File: src/hw/rtl/rffe_pkg.sv
// Shared types, constants and decode tables for the referee frame field extractor.
package rffe_pkg;

  localparam logic [7:0]  START_BYTE_RESET = 8'hA5;
  localparam logic [2:0]  REG_START_BYTE   = 3'd0;

  localparam logic [15:0] CMD_GAME_STATUS  = 16'd1;
  localparam logic [15:0] CMD_ROBOT_HP     = 16'd3;
  localparam logic [15:0] CMD_REF_WARNING  = 16'd260;
  localparam logic [15:0] CMD_ROBOT_STATUS = 16'd201;
  localparam logic [15:0] CMD_POWER_HEAT   = 16'd514;
  localparam logic [15:0] CMD_SHOOT_DATA   = 16'd519;

  localparam logic [5:0]  POS_HUNT      = 6'd0;
  localparam logic [5:0]  POS_CMD_HI    = 6'd5;
  localparam logic [5:0]  POS_CMD_LO    = 6'd6;
  localparam logic [5:0]  POS_PAYLOAD   = 6'd7;
  localparam logic [5:0]  POS_MAX       = 6'd34;

  localparam logic [4:0]  FC_STAGE          = 5'd0;
  localparam logic [4:0]  FC_REMAIN_TIME    = 5'd1;
  localparam logic [4:0]  FC_RED_SENTRY_HP  = 5'd2;
  localparam logic [4:0]  FC_BLUE_SENTRY_HP = 5'd3;
  localparam logic [4:0]  FC_WARNING        = 5'd4;
  localparam logic [4:0]  FC_FOUL_ROBOT     = 5'd5;
  localparam logic [4:0]  FC_ROBOT_ID       = 5'd6;
  localparam logic [4:0]  FC_ROBOT_LEVEL    = 5'd7;
  localparam logic [4:0]  FC_ROBOT_HP       = 5'd8;
  localparam logic [4:0]  FC_COOLING        = 5'd9;
  localparam logic [4:0]  FC_HEAT_LIMIT     = 5'd10;
  localparam logic [4:0]  FC_SPEED_LIMIT    = 5'd11;
  localparam logic [4:0]  FC_COOLING_2      = 5'd12;
  localparam logic [4:0]  FC_HEAT_LIMIT_2   = 5'd13;
  localparam logic [4:0]  FC_SPEED_LIMIT_2  = 5'd14;
  localparam logic [4:0]  FC_POWER_LIMIT    = 5'd15;
  localparam logic [4:0]  FC_VOLTAGE        = 5'd16;
  localparam logic [4:0]  FC_CURRENT        = 5'd17;
  localparam logic [4:0]  FC_POWER          = 5'd18;
  localparam logic [4:0]  FC_BARREL_HEAT    = 5'd19;
  localparam logic [4:0]  FC_BARREL_HEAT_2  = 5'd20;
  localparam logic [4:0]  FC_LAUNCH_FREQ    = 5'd21;
  localparam logic [4:0]  FC_LAUNCH_SPEED   = 5'd22;

  localparam logic [3:0]  STAGE_MAX   = 4'd5;
  localparam logic [7:0]  WARN_YELLOW = 8'd1;
  localparam logic [7:0]  WARN_FAIL   = 8'd3;

  localparam logic [7:0]  ID_RED_HERO       = 8'd1;
  localparam logic [7:0]  ID_RED_INF_3      = 8'd3;
  localparam logic [7:0]  ID_RED_INF_4      = 8'd4;
  localparam logic [7:0]  ID_RED_INF_5      = 8'd5;
  localparam logic [7:0]  ID_RED_SENTRY     = 8'd7;
  localparam logic [7:0]  ID_BLUE_HERO      = 8'd101;
  localparam logic [7:0]  ID_BLUE_INF_3     = 8'd103;
  localparam logic [7:0]  ID_BLUE_INF_4     = 8'd104;
  localparam logic [7:0]  ID_BLUE_INF_5     = 8'd105;
  localparam logic [7:0]  ID_BLUE_SENTRY    = 8'd107;

  typedef enum logic [2:0] {
    FRAME_NONE,
    FRAME_GAME_STATUS,
    FRAME_ROBOT_HP,
    FRAME_REF_WARNING,
    FRAME_ROBOT_STATUS,
    FRAME_POWER_HEAT,
    FRAME_SHOOT_DATA
  } frame_t;

  typedef enum logic [2:0] {
    KIND_PLAIN,
    KIND_GROUP_A,
    KIND_GROUP_B,
    KIND_STAGE,
    KIND_WARN,
    KIND_ID
  } kind_t;

  typedef struct packed {
    logic       hit;
    logic       first;
    logic       last;
    logic [4:0] code;
    kind_t      kind;
  } field_info_t;

  typedef struct packed {
    logic [7:0] data;
    logic       first;
    logic       last;
    logic [4:0] code;
    kind_t      kind;
  } queue_item_t;

  function automatic frame_t frame_decode(logic [15:0] cmd);
    frame_t fr;
    fr = FRAME_NONE;
    if (cmd == CMD_GAME_STATUS)  fr = FRAME_GAME_STATUS;
    if (cmd == CMD_ROBOT_HP)     fr = FRAME_ROBOT_HP;
    if (cmd == CMD_REF_WARNING)  fr = FRAME_REF_WARNING;
    if (cmd == CMD_ROBOT_STATUS) fr = FRAME_ROBOT_STATUS;
    if (cmd == CMD_POWER_HEAT)   fr = FRAME_POWER_HEAT;
    if (cmd == CMD_SHOOT_DATA)   fr = FRAME_SHOOT_DATA;
    return fr;
  endfunction

  function automatic logic [4:0] frame_length(frame_t fr);
    logic [4:0] len;
    case (fr)
      FRAME_GAME_STATUS:  len = 5'd3;
      FRAME_ROBOT_HP:     len = 5'd28;
      FRAME_REF_WARNING:  len = 5'd2;
      FRAME_ROBOT_STATUS: len = 5'd26;
      FRAME_POWER_HEAT:   len = 5'd16;
      FRAME_SHOOT_DATA:   len = 5'd7;
      default:            len = 5'd0;
    endcase
    return len;
  endfunction

  function automatic field_info_t field_lookup(frame_t fr, logic [4:0] p);
    field_info_t info;
    logic [4:0]  off;
    logic [2:0]  len;
    info = '0;
    off  = '0;
    len  = '0;
    case (fr)
      FRAME_GAME_STATUS: begin
        case (p)
          5'd0: begin
            info.hit = 1'b1; off = 5'd0; len = 3'd1;
            info.code = FC_STAGE; info.kind = KIND_STAGE;
          end
          5'd1, 5'd2: begin
            info.hit = 1'b1; off = 5'd1; len = 3'd2;
            info.code = FC_REMAIN_TIME; info.kind = KIND_PLAIN;
          end
          default: info.hit = 1'b0;
        endcase
      end
      FRAME_ROBOT_HP: begin
        case (p)
          5'd10, 5'd11: begin
            info.hit = 1'b1; off = 5'd10; len = 3'd2;
            info.code = FC_RED_SENTRY_HP; info.kind = KIND_PLAIN;
          end
          5'd26, 5'd27: begin
            info.hit = 1'b1; off = 5'd26; len = 3'd2;
            info.code = FC_BLUE_SENTRY_HP; info.kind = KIND_PLAIN;
          end
          default: info.hit = 1'b0;
        endcase
      end
      FRAME_REF_WARNING: begin
        case (p)
          5'd0: begin
            info.hit = 1'b1; off = 5'd0; len = 3'd1;
            info.code = FC_WARNING; info.kind = KIND_WARN;
          end
          5'd1: begin
            info.hit = 1'b1; off = 5'd1; len = 3'd1;
            info.code = FC_FOUL_ROBOT; info.kind = KIND_PLAIN;
          end
          default: info.hit = 1'b0;
        endcase
      end
      FRAME_ROBOT_STATUS: begin
        case (p)
          5'd0: begin
            info.hit = 1'b1; off = 5'd0; len = 3'd1;
            info.code = FC_ROBOT_ID; info.kind = KIND_ID;
          end
          5'd1: begin
            info.hit = 1'b1; off = 5'd1; len = 3'd1;
            info.code = FC_ROBOT_LEVEL; info.kind = KIND_PLAIN;
          end
          5'd2, 5'd3: begin
            info.hit = 1'b1; off = 5'd2; len = 3'd2;
            info.code = FC_ROBOT_HP; info.kind = KIND_PLAIN;
          end
          5'd6, 5'd7: begin
            info.hit = 1'b1; off = 5'd6; len = 3'd2;
            info.code = FC_COOLING; info.kind = KIND_PLAIN;
          end
          5'd8, 5'd9: begin
            info.hit = 1'b1; off = 5'd8; len = 3'd2;
            info.code = FC_HEAT_LIMIT; info.kind = KIND_PLAIN;
          end
          5'd10, 5'd11: begin
            info.hit = 1'b1; off = 5'd10; len = 3'd2;
            info.code = FC_SPEED_LIMIT; info.kind = KIND_PLAIN;
          end
          5'd12, 5'd13: begin
            info.hit = 1'b1; off = 5'd12; len = 3'd2;
            info.code = FC_COOLING_2; info.kind = KIND_GROUP_A;
          end
          5'd14, 5'd15: begin
            info.hit = 1'b1; off = 5'd14; len = 3'd2;
            info.code = FC_HEAT_LIMIT_2; info.kind = KIND_GROUP_A;
          end
          5'd16, 5'd17: begin
            info.hit = 1'b1; off = 5'd16; len = 3'd2;
            info.code = FC_SPEED_LIMIT_2; info.kind = KIND_GROUP_A;
          end
          5'd18, 5'd19: begin
            info.hit = 1'b1; off = 5'd18; len = 3'd2;
            info.code = FC_COOLING_2; info.kind = KIND_GROUP_B;
          end
          5'd20, 5'd21: begin
            info.hit = 1'b1; off = 5'd20; len = 3'd2;
            info.code = FC_HEAT_LIMIT_2; info.kind = KIND_GROUP_B;
          end
          5'd22, 5'd23: begin
            info.hit = 1'b1; off = 5'd22; len = 3'd2;
            info.code = FC_SPEED_LIMIT_2; info.kind = KIND_GROUP_B;
          end
          5'd24, 5'd25: begin
            info.hit = 1'b1; off = 5'd24; len = 3'd2;
            info.code = FC_POWER_LIMIT; info.kind = KIND_PLAIN;
          end
          default: info.hit = 1'b0;
        endcase
      end
      FRAME_POWER_HEAT: begin
        case (p)
          5'd0, 5'd1: begin
            info.hit = 1'b1; off = 5'd0; len = 3'd2;
            info.code = FC_VOLTAGE; info.kind = KIND_PLAIN;
          end
          5'd2, 5'd3: begin
            info.hit = 1'b1; off = 5'd2; len = 3'd2;
            info.code = FC_CURRENT; info.kind = KIND_PLAIN;
          end
          5'd4, 5'd5, 5'd6, 5'd7: begin
            info.hit = 1'b1; off = 5'd4; len = 3'd4;
            info.code = FC_POWER; info.kind = KIND_PLAIN;
          end
          5'd10, 5'd11: begin
            info.hit = 1'b1; off = 5'd10; len = 3'd2;
            info.code = FC_BARREL_HEAT; info.kind = KIND_PLAIN;
          end
          5'd12, 5'd13: begin
            info.hit = 1'b1; off = 5'd12; len = 3'd2;
            info.code = FC_BARREL_HEAT_2; info.kind = KIND_GROUP_A;
          end
          5'd14, 5'd15: begin
            info.hit = 1'b1; off = 5'd14; len = 3'd2;
            info.code = FC_BARREL_HEAT_2; info.kind = KIND_GROUP_B;
          end
          default: info.hit = 1'b0;
        endcase
      end
      FRAME_SHOOT_DATA: begin
        case (p)
          5'd2: begin
            info.hit = 1'b1; off = 5'd2; len = 3'd1;
            info.code = FC_LAUNCH_FREQ; info.kind = KIND_PLAIN;
          end
          5'd3, 5'd4, 5'd5, 5'd6: begin
            info.hit = 1'b1; off = 5'd3; len = 3'd4;
            info.code = FC_LAUNCH_SPEED; info.kind = KIND_PLAIN;
          end
          default: info.hit = 1'b0;
        endcase
      end
      default: info.hit = 1'b0;
    endcase
    info.first = (p == off);
    info.last  = ({1'b0, p} == ({1'b0, off} + {3'b000, len} - 6'd1));
    return info;
  endfunction

endpackage

File: src/hw/rtl/rffe_front.sv
// Front end: tracks frame position, decodes the command and tags payload bytes.
module rffe_front (
  input  logic                 clk,
  input  logic                 rst,
  input  logic [7:0]           start_byte,
  input  logic                 take,
  input  logic [7:0]           rx_byte,
  output logic                 push,
  output rffe_pkg::queue_item_t push_item
);
  import rffe_pkg::*;

  logic [5:0]  pos;
  logic [5:0]  pos_next;
  logic [7:0]  cmd_hi;
  frame_t      frame;
  frame_t      frame_next;
  frame_t      frame_dec;
  logic [5:0]  pay_off;
  logic [4:0]  p;
  logic [4:0]  flen;
  field_info_t info;
  logic        in_payload;

  assign frame_dec  = frame_decode({cmd_hi, rx_byte});
  assign pay_off    = pos - POS_PAYLOAD;
  assign p          = pay_off[4:0];
  assign flen       = frame_length(frame);
  assign info       = field_lookup(frame, p);
  assign in_payload = (pos >= POS_PAYLOAD);

  always_comb begin
    pos_next   = pos;
    frame_next = frame;
    if (pos == POS_HUNT) begin
      if (rx_byte == start_byte) pos_next = pos + 6'd1;
    end else if (pos < POS_CMD_LO) begin
      pos_next = pos + 6'd1;
    end else if (pos == POS_CMD_LO) begin
      frame_next = frame_dec;
      pos_next   = (frame_dec != FRAME_NONE) ? POS_PAYLOAD : POS_HUNT;
    end else begin
      pos_next = (({1'b0, p} + 6'd1) >= {1'b0, flen}) ? POS_HUNT : pos + 6'd1;
    end
  end

  always_ff @(posedge clk) begin
    if (rst) begin
      pos   <= POS_HUNT;
      frame <= FRAME_NONE;
    end else if (take) begin
      pos   <= pos_next;
      frame <= frame_next;
    end
  end

  always_ff @(posedge clk) begin
    if (take && pos == POS_CMD_HI) cmd_hi <= rx_byte;
  end

  assign push            = take && in_payload && info.hit;
  assign push_item.data  = rx_byte;
  assign push_item.first = info.first;
  assign push_item.last  = info.last;
  assign push_item.code  = info.code;
  assign push_item.kind  = info.kind;

`ifndef NO_ASSERTIONS
  a_pos_range: assert property (@(posedge clk) disable iff (rst) pos <= POS_MAX)
    else $error("frame position out of range");
  a_payload_known: assert property (@(posedge clk) disable iff (rst)
    in_payload |-> frame != FRAME_NONE)
    else $error("payload position without a known frame");
  a_hunt_after_tail: assert property (@(posedge clk) disable iff (rst)
    (take && in_payload && ({1'b0, p} + 6'd1 == {1'b0, flen})) |=> pos == POS_HUNT)
    else $error("frame tail did not return to hunting");
`endif

endmodule

File: src/hw/rtl/rffe_queue.sv
// Short queue of tagged payload bytes between front and back ends.
module rffe_queue #(
  parameter int DEPTH = 4
) (
  input  logic                  clk,
  input  logic                  rst,
  input  logic                  push,
  input  rffe_pkg::queue_item_t push_item,
  output logic                  full,
  input  logic                  pop,
  output rffe_pkg::queue_item_t pop_item,
  output logic                  empty
);
  import rffe_pkg::*;

  localparam int PW = (DEPTH > 1) ? $clog2(DEPTH) : 1;
  localparam int CW = $clog2(DEPTH + 1);
  localparam logic [PW-1:0] LAST_SLOT = PW'(DEPTH - 1);
  localparam logic [CW-1:0] FULL_COUNT = CW'(DEPTH);

  queue_item_t      slots [DEPTH];
  logic [PW-1:0]    wr_ptr;
  logic [PW-1:0]    rd_ptr;
  logic [CW-1:0]    count;
  logic             do_push;
  logic             do_pop;

  assign full     = (count == FULL_COUNT);
  assign empty    = (count == '0);
  assign do_push  = push && !full;
  assign do_pop   = pop && !empty;
  assign pop_item = slots[rd_ptr];

  always_ff @(posedge clk) begin
    if (rst) begin
      wr_ptr <= '0;
      rd_ptr <= '0;
      count  <= '0;
    end else begin
      if (do_push) wr_ptr <= (wr_ptr == LAST_SLOT) ? '0 : wr_ptr + 1'b1;
      if (do_pop)  rd_ptr <= (rd_ptr == LAST_SLOT) ? '0 : rd_ptr + 1'b1;
      if (do_push && !do_pop) count <= count + 1'b1;
      else if (do_pop && !do_push) count <= count - 1'b1;
    end
  end

  always_ff @(posedge clk) begin
    if (do_push) slots[wr_ptr] <= push_item;
  end

`ifndef NO_ASSERTIONS
  a_no_overflow: assert property (@(posedge clk) disable iff (rst) !(push && full))
    else $error("push into full queue");
  a_count_range: assert property (@(posedge clk) disable iff (rst) count <= FULL_COUNT)
    else $error("queue count out of range");
  a_no_underflow: assert property (@(posedge clk) disable iff (rst) !(pop && empty))
    else $error("pop from empty queue");
`endif

endmodule

File: src/hw/rtl/rffe_back.sv
// Back end: assembles fields, applies value mapping and robot groups, holds the result.
module rffe_back (
  input  logic                  clk,
  input  logic                  rst,
  input  logic                  empty,
  input  rffe_pkg::queue_item_t item,
  output logic                  pop,
  output logic                  out_valid,
  input  logic                  out_stall,
  output logic [4:0]            field_code,
  output logic [31:0]           field_value
);
  import rffe_pkg::*;

  logic [31:0] acc;
  logic [31:0] acc_next;
  logic [7:0]  robot_identity;
  logic        group_a;
  logic        group_b;
  logic        emit;
  logic [31:0] value;

  assign group_a = (robot_identity == ID_RED_INF_3)  || (robot_identity == ID_RED_INF_4) ||
                   (robot_identity == ID_RED_INF_5)  || (robot_identity == ID_RED_SENTRY) ||
                   (robot_identity == ID_BLUE_INF_3) || (robot_identity == ID_BLUE_INF_4) ||
                   (robot_identity == ID_BLUE_INF_5) || (robot_identity == ID_BLUE_SENTRY);
  assign group_b = (robot_identity == ID_RED_HERO) || (robot_identity == ID_BLUE_HERO);

  assign pop      = !empty && (!out_valid || !out_stall);
  assign acc_next = item.first ? {24'd0, item.data} : {acc[23:0], item.data};

  always_comb begin
    emit  = item.last;
    value = acc_next;
    case (item.kind)
      KIND_STAGE: begin
        value = {28'd0, item.data[7:4]};
        emit  = item.last && (item.data[7:4] <= STAGE_MAX);
      end
      KIND_WARN: begin
        value = {24'd0, item.data - 8'd1};
        emit  = item.last && (item.data >= WARN_YELLOW) && (item.data <= WARN_FAIL);
      end
      KIND_GROUP_A: emit = item.last && group_a;
      KIND_GROUP_B: emit = item.last && group_b;
      default:      emit = item.last;
    endcase
  end

  always_ff @(posedge clk) begin
    if (rst) begin
      out_valid      <= 1'b0;
      robot_identity <= '0;
    end else begin
      if (pop) out_valid <= emit;
      else if (!out_stall) out_valid <= 1'b0;
      if (pop && item.last && item.kind == KIND_ID) robot_identity <= item.data;
    end
  end

  always_ff @(posedge clk) begin
    if (pop) acc <= acc_next;
    if (pop && emit) begin
      field_code  <= item.code;
      field_value <= value;
    end
  end

`ifndef NO_ASSERTIONS
  a_code_range: assert property (@(posedge clk) disable iff (rst)
    out_valid |-> field_code <= FC_LAUNCH_SPEED)
    else $error("field code out of range");
  a_no_pop_while_held: assert property (@(posedge clk) disable iff (rst)
    (out_valid && out_stall) |-> !pop)
    else $error("queue popped while result held");
  a_stage_range: assert property (@(posedge clk) disable iff (rst)
    (out_valid && field_code == FC_STAGE) |-> field_value <= 32'd5)
    else $error("stage value out of range");
`endif

endmodule

File: src/hw/rtl/referee_frame_field_extractor_top.sv
// Top level of the referee frame field extractor: register port, front, queue and back.
//
//   port set        dir  transfer when             payload
//   in              in   in_valid & !in_stall      rx_byte
//   out             out  out_valid & !out_stall    field_code, field_value
//   apb             in   psel & penable & pwrite   paddr, pwdata (start_byte at 0)
//
// One byte per cycle is taken while the queue has room; the last byte of a field
// passes through a queue slot and the result register before the result is shown.
// in_stall rises only when the queue is full, once QUEUE_DEPTH field bytes wait
// behind a result held by a stalled output. Reset is synchronous; it returns to
// hunting, clears the robot id and sets start_byte to 0xA5.
module referee_frame_field_extractor_top #(
  parameter int QUEUE_DEPTH = 4
) (
  input  logic        clk,
  input  logic        rst,
  input  logic        in_valid,
  output logic        in_stall,
  input  logic [7:0]  rx_byte,
  output logic        out_valid,
  input  logic        out_stall,
  output logic [4:0]  field_code,
  output logic [31:0] field_value,
  input  logic        psel,
  input  logic        penable,
  input  logic        pwrite,
  input  logic [2:0]  paddr,
  input  logic [31:0] pwdata,
  output logic [31:0] prdata,
  output logic        pready
);
  import rffe_pkg::*;

  logic [7:0]  start_byte;
  logic        take;
  logic        push;
  queue_item_t push_item;
  logic        full;
  logic        pop;
  queue_item_t pop_item;
  logic        empty;

  assign pready   = 1'b1;
  assign prdata   = (paddr == REG_START_BYTE) ? {24'd0, start_byte} : 32'd0;
  assign in_stall = full;
  assign take     = in_valid && !in_stall;

  always_ff @(posedge clk) begin
    if (rst) begin
      start_byte <= START_BYTE_RESET;
    end else if (psel && penable && pwrite && pready && paddr == REG_START_BYTE) begin
      start_byte <= pwdata[7:0];
    end
  end

  rffe_front u_front (
    .clk        (clk),
    .rst        (rst),
    .start_byte (start_byte),
    .take       (take),
    .rx_byte    (rx_byte),
    .push       (push),
    .push_item  (push_item)
  );

  rffe_queue #(
    .DEPTH (QUEUE_DEPTH)
  ) u_queue (
    .clk       (clk),
    .rst       (rst),
    .push      (push),
    .push_item (push_item),
    .full      (full),
    .pop       (pop),
    .pop_item  (pop_item),
    .empty     (empty)
  );

  rffe_back u_back (
    .clk         (clk),
    .rst         (rst),
    .empty       (empty),
    .item        (pop_item),
    .pop         (pop),
    .out_valid   (out_valid),
    .out_stall   (out_stall),
    .field_code  (field_code),
    .field_value (field_value)
  );

endmodule
File: config.mk
export PLATFORM = sky130hd
export DESIGN_NAME = referee_frame_field_extractor_top
export DESIGN_NICKNAME = d
export VERILOG_FILES = /design/src/hw/rtl/rffe_pkg.sv /design/src/hw/rtl/rffe_front.sv /design/src/hw/rtl/rffe_queue.sv /design/src/hw/rtl/rffe_back.sv /design/src/hw/rtl/referee_frame_field_extractor_top.sv
export SDC_FILE = /design/constraint.sdc
export NUM_CORES = 1
export LEC_CHECK = 0
export BUFFER_PORTS_ARGS = -buffer_cell sky130_fd_sc_hd__buf_4
export CAP_MARGIN = 20
export CORE_ASPECT_RATIO = 1.5
export CORE_MARGIN = 3
export CORE_UTILIZATION = 53
export CTS_BUF_LIST = sky130_fd_sc_hd__clkbuf_8 sky130_fd_sc_hd__clkbuf_16
export DETAILED_ROUTE_END_ITERATION = 12
export GPL_TIMING_DRIVEN = 0
export PLACE_DENSITY_LB_ADDON = 0.08
export SLEW_MARGIN = 20
export SYNTH_ARGS = -nofsm -noshare
export SYNTH_HDL_FRONTEND = slang
export SYNTH_SLANG_ARGS = --single-unit
File: constraint.sdc
create_clock -name clk -period 4.14 [get_ports clk]
set_input_delay 0.414 -clock clk [delete_from_list [all_inputs] [get_ports clk]]
set_output_delay 0.414 -clock clk [all_outputs]
set_load 0.005 [all_outputs]
Yosys cells after proc, flatten, opt, wreduce, memory -nomap -nowiden
Memory sizes are Yosys's and may differ from the RTL's. A register that Yosys moved wholly into a read port is not among the register bits. Cells that the tools add are included. W data, S select, Z words.

Bits in registers: 102. Bits in writable memories: 72. Bits of input ports: 50. Output and inout bits: 72. Word-level logic and storage cells: 216. Memories: 1.

Memory list: u_queue.slots (words 4, bits a word 18, rd ports 1, clocked after Yosys merged registers in 1, wr ports 1, line rffe_queue.sv:21) `queue_item_t slots [DEPTH];`.

Add/subtract/negate cells: 10. Order comparisons: 6. Equality and inequality tests: 64. Muxes and demuxes: 55. Bitwise logic cells: 2. Reduce and logical (&&, ||, !) cells: 66.

Operators by type and width (count): $pmux W8 S6 (2); $pmux W7 S13 (1); $pmux W32 S2 (1); $eq A5 B5 Y1 const B (12); $pmux W5 S12 (1); $pmux W5 S6 (2); $eq A5 B4 Y1 const B (8); $eq A8 B7 Y1 const B (5); $eq A16 B10 Y1 const B (2); $mux W32 (1); $mux W6 (5); $reduce_or A2 Y1 (14); $eq A8 B3 Y1 const B (3); $reduce_or A24 Y1 (1); $reduce_or A22 Y1 (1); $eq A5 B3 Y1 const B (4); $logic_and A1 B1 Y1 (20); $pmux W4 S5 (1); $pmux W5 S2 (2); $eq A3 B3 Y1 const B (6); $mux W3 (6); $pmux W3 S6 (1); $eq A16 B1 Y1 const B (1); $eq A16 B2 Y1 const B (1); other kinds (55) (102).

Depth between registers and ports, before layout
Word-level depth: 12. Gate-level depth with buffers: 22. Mapped depth without buffers: 20.

Cells and area by module
From an unflattened synthesis, not the netlist that was laid out.

Cell total of the unflattened synthesis: 806. Area total of the unflattened synthesis: 9496.6 um2.

Modules (own cells, without submodules): rffe_queue (times used 1, cells each 144, area an instance 3099.2 um2, seq. area each 2342.2 um2); rffe_back (times used 1, cells each 217, area an instance 2972.9 um2, seq. area each 2011.9 um2); rffe_front (times used 1, cells each 373, area an instance 2791.4 um2, seq. area each 420.4 um2); referee_frame_field_extractor_top (times used 1, cells each 72, area an instance 633.1 um2, seq. area each 160.2 um2).

Worst setup path before layout
OpenSTA, ideal clock, no wires.

Path type: register to register. From: register (tool-made name). To: register u_back.field_code[0], enable pin. Library setup time: 0.444 ns. Arrival: 3.977 ns. Data required time: 3.696 ns. Slack: -0.281 ns. Stages on the path, launching flop included: 10. Path buffers: 2. Period minus slack after synthesis: 4.421 ns. Cell sequence: dfxtp_1 buf_4 buf_2 mux4_2 inv_1 ha_1 inv_1 a2111oi_0 a21oi_1 a21oi_1.

RTL lines: to (signal assigned) (line rffe_back.sv:64) `field_code <= item.code;`; to (decl) (line rffe_back.sv:10) `output logic [4:0] field_code,`.

==> flow_summary.toml <==
[status]
status = "finished, final reports clean"

[synth]
syn_area_sq_um = 9240
synth_flop_cell = "edfxtp_1"
synthArstFlopShare_pct = 0
avgSynthCellArea_sq_um = 11.7
yosysUniqueCellTypes = 83
synth_edf_count = 141
synth_cells = 787
ys_seq_area_share_pct = 53.4
ys_warn_count = 0
synth_seq_cells = 176

[sta]
finalCritPeriodShare_pct = 99.6
finalSetupViolCount = 0
period_needed_ps = 4120
finalClockSkew_ps = 11.0
hold_viol = 0
final_max_slew_viol_count = 0
setup_ws_ps = 16.9
maxSlewHeadroom_pct = 32.6
grt_setup_unrepaired = "yes"
worst_pin_slew_ps = 1010
max_freq_mhz = 243

[clock_network]
clk_latency_ps = 430
clk_pin_slew_ps = 70
ctsHoldBuffers = 0
cts_max_path_buffers = 2
cts_tree = "done"
numCtsBuffers = 17
htreeDepth = 4
clockRootBuffer = "clkbuf_16"
clock_sinks = 176

[route]
drc = 0
vias = 6737
ant_nets = 0
vias_per_cell = 5.90
postRouteWirelength_um = 22900
first_iter_violations = 493
dr.pass1.iters = 5
wl_per_cell_um = 20.1

[die]
core-area_sq_um = 16900
num_rows = 58
die_y_um = 168
pin_count = 122
initial_core_util_pct = 54.6
die_w_um = 114
dieArea_sq_um = 19100

[worst_setup_path]
critical_path_arrival_ps = 4280
worstSetupEndpointType = "flip-flop"
crit_fanout = 10
path_class = "flip-flop to flip-flop"
critPathLaunchType = "flip-flop"
critPathRequiredTime_ps = 4300

[global_route]
grt_pass1_vias = 6792
gr-total-overflow = 0
gr-usage-all-layers_pct = 23.8
antenna_found_initial = 0
grt_pass1_wl_um = 35200
grt_max_degree = 27

[job]
drv_cap = 0

[final_layout]
nets = 996
layout_common_cells = "edfxtp_1, buf_4, nor2_1"
areaGrowthSynthToFinish_pct = 21.4
layout_commonest_cell = "edfxtp_1"
drive_above_1_share_pct = 26.0
diodes = 0
final_core_util_pct = 66.3

[placed_design]
dp_hpwl_um = 17100
portBuffers = 71
place_ws_ps = -783
gp_congestion = 0.931

[power_and_ir_drop]
power_leakage_nw = 4.17
power_density_nw_per_um2 = 439
peakVddDrop_mv = 0.318

[worst_hold_path]
hp-class = "primary input to flip-flop"
-- worst max-delay path: stages, from the launching register on --
cell        delay [ps]
dfxtp_4            390
buf_12             150
clkinvlp_4         150
ha_2               220
buf_6              150
nor2b_2            170
ha_4               200
nor4_4             300
a31oi_4             80
o31ai_2            300
nor2b_2            200
ha_1               230
inv_1               60
ha_2               190
inv_2               40
fa_2               360
inv_1               70
a21o_1             100
a21oi_1             70
xnor2_1            320
nor3_4             100
-- cell usage after synthesis, types with 10 or more instances --
cell type  instances  area [sq um]
mux4_2            18           405
ha_1              26           325
buf_4             32           240
o21ai_0           27           135
dfxtp_1           35           701
a31oi_1           10          62.6
and3_1            18           113
mux2i_1           17           170
nand2_1           36           135
inv_1             28           105
nor2b_1           30           188
clkbuf_1          20          75.1
nor3_1            18          90.1
nor2_1            57           214
nand3_1           16          80.1
a21oi_1           28           140
edfxtp_1         141          4230
and2_1            27           169
nand2b_1          14          87.6
xnor2_1           22           193
-- what timing repair did --
action | CTS | global route
setup buffers | 3 | 16
resized for setup | 33 | 33
cloned | 0 | 1
pin swaps | 6 | 12
setup endpoints to repair | 78 | 5
-- metal layers --
metal  track usage, %  up-vias  share of wire, %
li1                 -     3156                 -
met1             24.7     3270                35
met2             45.1      248                56
met3             3.40       63               4.7
met4             12.4        0               3.7
met5                0        -                 0
-- where the power goes --
group	internal [W]	total (W)	switching, W
sequential	0.00222	0.00231	0.0000814
clock	0.000969	0.00163	0.000660
combinational	0.000450	0.000992	0.000543
total	0.00364	0.00493	0.00128
-- worst paths after layout --
path	start	end	slack (ps)	cells past startpoint
setup / recovery	u_front.pos[0]	u_queue.slots[0][8]	20	20
hold / removal	pwdata[5]	start_byte[5]	190	2
setup reg to reg	u_front.pos[0]	u_queue.slots[0][8]	20	20
hold reg to reg	u_queue.count[2]	u_queue.count[2]	510	2
-- cell type report --
type / count / area (sq um)
multi-input combinational: 542 / 4120
inverter: 29 / 116
buffer: 60 / 412
clock inverter: 9 / 62.6
clock buffer: 23 / 564
timing repair buffer: 92 / 728
sequential: 176 / 4940
fill: 1281 / 5700
tap: 210 / 263
-- registers in the layout (all words and copies together), names as in the netlist, 3 cells and up, named ones only --
name	flops
u_back.field_code	5
u_back.acc	24
start_byte	8
u_front.frame	3
u_front.cmd_hi	8
u_front.pos	6
u_back.robot_identity	8
u_back.field_value	32
u_queue.slots	72
u_queue.count	3
-- through the flow --
step	cells	setup TNS, ps	total power (W)	cell area, sq um	hold slack (ps)
2_1_floorplan	810	0	0.00289	9330	454
3_3_place_gp	1091	-35430	0.00326	10100	460
3_5_place_dp	1092	-22720	0.00330	10200	493
4_1_cts	1124	0	0.00494	10900	173
5_1_grt	1141	-377	0.00513	11200	181
6_report	1141	0	0.00493	11200	187
-- logic make-up after synthesis --
kind of cell / after synthesis / synth area share, %
simple gates: 261 / 15.1
flops: 176 / 53.4
compound gates: 162 / 12.7
buf+inv: 92 / 5.27
mux: 37 / 6.51
xor+xnor: 29 / 2.99
fa+ha+maj: 28 / 3.95
other cells: 2 / 0.0813
Note: power is estimated with default switching activity, not from simulation.
